--- src/sv/bptl_pkg.sv ---
// Package for the breathing triangle PWM level block.
// Shared types, register indexes and widths; used by bptl_cell and the top level.
package bptl_pkg;

    localparam int NUM_BOARDS  = 4;
    localparam int REM_W       = 27;
    localparam int NUM_W       = 40;
    localparam int P1_STEPS    = 32;
    localparam int P2_STEPS    = 25;
    localparam int P3_STEPS    = 40;
    localparam logic [15:0] TRI_FULL = 16'hFFFF;

    typedef enum logic [2:0] {
        REG_BREATH_PERIOD = 3'd0,
        REG_LEVEL_MIN     = 3'd1,
        REG_LEVEL_MAX     = 3'd2,
        REG_PHASE_SHIFT   = 3'd3,
        REG_HOLD_BEFORE   = 3'd4,
        REG_HOLD_AFTER    = 3'd5
    } t_reg_idx;

    // Work item handed from cell to cell.
    typedef struct packed {
        logic [REM_W-1:0] rem;
        logic [NUM_W-1:0] num;
        logic [1:0]       board;
        logic [3:0]       chan;
        logic             flat;      // level is forced to the minimum
        logic             fall;      // falling half of the triangle
    } t_item;

endpackage

--- src/sv/bptl_cell.sv ---
// One restoring-division cell: shifts one dividend bit into the remainder.
// Depends on bptl_pkg.
module bptl_cell (
    input  logic                       i_clk,
    input  logic                       i_rst_n,
    input  logic                       i_en,
    input  logic                       i_valid,
    input  bptl_pkg::t_item            i_item,
    input  logic [bptl_pkg::REM_W-1:0] i_div,
    output logic                       o_valid,
    output bptl_pkg::t_item            o_item
);

    logic [bptl_pkg::REM_W:0] sh;
    logic                     ge;
    bptl_pkg::t_item          n_item;
    logic                     r_valid;
    bptl_pkg::t_item          r_item;

    always_comb begin
        sh     = {i_item.rem, i_item.num[bptl_pkg::NUM_W-1]};
        ge     = sh >= {1'b0, i_div};
        n_item = i_item;
        n_item.rem = ge ? bptl_pkg::REM_W'(sh - {1'b0, i_div})
                        : sh[bptl_pkg::REM_W-1:0];
        n_item.num = {i_item.num[bptl_pkg::NUM_W-2:0], ge};
    end

    always_ff @(posedge i_clk) begin
        if (!i_rst_n) begin
            r_valid <= 1'b0;
        end else if (i_en) begin
            r_valid <= i_valid;
        end
    end

    always_ff @(posedge i_clk) begin
        if (i_en) begin
            r_item <= n_item;
        end
    end

    assign o_valid = r_valid;
    assign o_item  = r_item;

endmodule

--- config.mk ---
export PLATFORM = sky130hd
export DESIGN_NAME = bptl_cell
export DESIGN_NICKNAME = d
export VERILOG_FILES = /design/src/sv/bptl_pkg.sv /design/src/sv/bptl_cell.sv
export SDC_FILE = /design/constraint.sdc
export NUM_CORES = 1
export LEC_CHECK = 0
export ABC_AREA = 1
export BUFFER_PORTS_ARGS = -buffer_cell sky130_fd_sc_hd__buf_2
export CORE_UTILIZATION = 55
export CTS_CLUSTER_SIZE = 24
export DETAILED_ROUTE_END_ITERATION = 6
export GPL_ROUTABILITY_DRIVEN = 0
export HOLD_SLACK_MARGIN = 0.05
export PLACE_DENSITY = 0.9
export SLEW_MARGIN = 20
export SYNTH_ARGS = -nofsm -noshare
export SYNTH_HDL_FRONTEND = slang
export SYNTH_SLANG_ARGS = --single-unit
--- constraint.sdc ---
create_clock -name i_clk -period 5.75 [get_ports i_clk]
set_input_delay 0.2875 -clock i_clk [delete_from_list [all_inputs] [get_ports i_clk]]
set_output_delay 0.2875 -clock i_clk [all_outputs]
set_load 0.005 [all_outputs]
==> flow_metrics.tcl <==
set metrics [dict create \
    hp-class "input port to flip-flop" \
    grt_pass1_vias 4611 \
    clk_latency_ns 0.35 \
    tightest_slew_ns 0.9377 \
    sw_frac_of_total 0.2827 \
    peakVddDrop_mv 0.1245 \
    power_density_mw_per_mm2 260.1 \
    dr.pass1.iters 7 \
    io_pins 182 \
    setup_violations 0 \
    p_leak_uw 0.003462 \
    numCtsBuffers 9 \
    reg2regPathDepth 2 \
    n_fill_cell 624 \
    hold_depth 1 \
    rows 34 \
    syn-num-nets 751 \
    endpoint_kind "flip-flop" \
    synth_edf_count 75 \
    synthToLayoutAreaGrowth_pct 24.40 \
    cts_hold_buffers 0 \
    post_cts_resized 0 \
    grt_max_degree 78 \
    clockBufferDepth 2 \
    ys.flop_type "edfxtp_1" \
    design_area_mm2 0.006271 \
    worstPathArrival_ns 2.71 \
    final_util 0.7121 \
    stdcell_count 914 \
    synth_cell_types 33 \
    cp_max_fo 40 \
    drt_iter0_drc 488 \
    gr-total-overflow 0 \
    yosys_warnings 0 \
    combPwrFrac 0.247 \
    wl_per_cell_um 14.13 \
    crit-reg2reg-launch "o_valid" \
    fp.coreArea_mm2 0.008806 \
    crit_type "input port to flip-flop" \
    fin_skew_ns 0 \
    p_sw_uw 461.2 \
    start_util 0.5725 \
    mostFrequentLayoutCell "nand2_1" \
    final_cell_mix "nand2_1, buf_2, inv_1, edfxtp_1, nor2_1" \
    synthArstFlopShare 0 \
    synth_top_cell_area_share 0.4468 \
    r2r_end "o_valid" \
    vias_per_cell 5.274 \
    die_area_mm2 0.009552 \
    clkTransAtPathRegs_ns 0.10 \
    rsz0062_at_grt "no" \
    grt_pass1_wl_mm 20.67 \
    pre_cts_ws_ns 2.847 \
    yosysSeqAreaShare 0.4507 \
    vias 4820 \
    status "complete, but fails checks" \
    fin_crit_sh 0.4521 \
    finalSetupTns_ns 0 \
    clockPowerShare 0.327 \
    crit_start "i_item[62]" \
    synth-seq-cells 76 \
    clock.fmax_mhz 384.7 \
    synth_area_mm2 0.005041 \
    cts_setup_buffers 0 \
    n_antenna_cell 0 \
    cts_max_level 3 \
    hpwl_mm 9.965 \
    nNetsFinal 936 \
    start_kind "input port" \
    clock_sinks 76 \
    place_inst 899 \
    antenna_found_initial 0 \
    die_h_um 97.74 \
    syn_inst 617 \
    routed_wirelength_mm 12.91 \
    layout-drive-gt1-share 0.2965 \
    yosys.area.top_type "edfxtp_1" \
    yosys-top-cells-area "edfxtp_1, nand2_1, inv_1" \
    hold_end "o_item[23]" \
    cts-root-buf "clkbuf_8" \
    p_seq_frac 0.426 \
    cts_tree "yes" \
    maxCapViolations 0 \
    placed_area_mm2 0.006010 \
    internal-power_uw 1170 \
    post-route-min-period_ns 2.600 \
    port_buffers 181 \
    grt_usage 0.2720 \
    crit_required_ns 5.86 \
    slew_headroom 0.3748 \
    violations "DRC" \
    ant_nets 0 \
    reg2reg_setup_slack_ns 5.03 \
    slew_viol_final 0 \
    hold_viol 0 \
    fin_ws_ns 3.150 \
    holdCritStartpoint "i_item[22]" \
    dieWidth_um 97.74 \
    synth_area_per_cell_um2 8.170 \
    post-route-drc-count 34 \
]
-- synth_stat cells, types with 2 or more instances --
master and n:
xor2_1 14, buf_2 3, o21ai_2 12, inv_1 138, nand3_2 11, edfxtp_1 75, nand4_1 21, nand3_4 2
buf_8 2, a21oi_1 14, nand2_2 6, nor2_1 33, nor3_4 2, nand2_1 211, nor2_2 4, ha_1 27
nand3b_1 4, nand3_1 23
-- state kept, by name, indices dropped and copies added (netlist names) --
name,cells
o_valid,1
o_item,75
-- worst max path at each step --
stage,endpoint,slack [ns],depth (start not counted)
floorplan,o_item[49],3.72,12
global placement,o_item[48],2.97,12
detailed placement,o_item[48],2.85,12
CTS,o_item[54],3.21,12
global route,o_item[49],2.94,12
finish,o_item[48],3.15,12
-- area by class of cell --
type,instances,area (µm²),area share
flip-flops and latches,76,2272,0.3623
clock buffers,9,123.9,0.01975
inverters,139,521.8,0.08320
multi-input cells,394,2167,0.3456
well taps,108,135.1,0.02155
clock inverters,6,137.6,0.02195
repair buffers,182,913.4,0.1457
-- power by group through the flow --
stage	Sequential (µW)	Clock, µW	Combinational [µW]
3_5_place_dp	708	0	391
4_1_cts	695	540	394
2_1_floorplan	716	0	229
5_1_grt	700	559	441
6_report	695	534	402
3_3_place_gp	705	0	378
-- per-stage QoR --
step                      power [µW]  hold WS [ns]
final                           1631        0.1105
after global routing            1700       0.09044
after CTS                       1629       0.09559
after detailed placement        1099        0.4656
after global placement          1083        0.4641
after floorplan                945.3        0.3810
-- critical path, stage by stage --
cell     delay, ns
buf_2         0.12
ha_1          0.37
nand2_1       0.09
nand2_1       0.09
inv_1         0.07
nand2_1       0.07
nand2_1       0.06
nand2_1       0.09
a21oi_4       0.47
nand3_4       0.62
nand2_1       0.29
o21ai_2       0.07
-- layer usage --
metal | GRT usage | wire, µm
met5 | 0 | 0
met4 | 0.1375 | 446
met2 | 0.4970 | 6448
met1 | 0.3132 | 4797
met3 | 0.03436 | 1219
-- kinds of logic after synthesis --
| kind of cell | share of synthesized area |
|---|---|
| DFF | 0.4507 |
| xor gates and xnor gates | 0.02606 |
| buffers and inverters | 0.1194 |
| AOI/OAI and AO/OA | 0.04046 |
| and+or+nand+nor | 0.2924 |
| adders and majority gates | 0.07098 |
(Power assumes the default switching activity.)
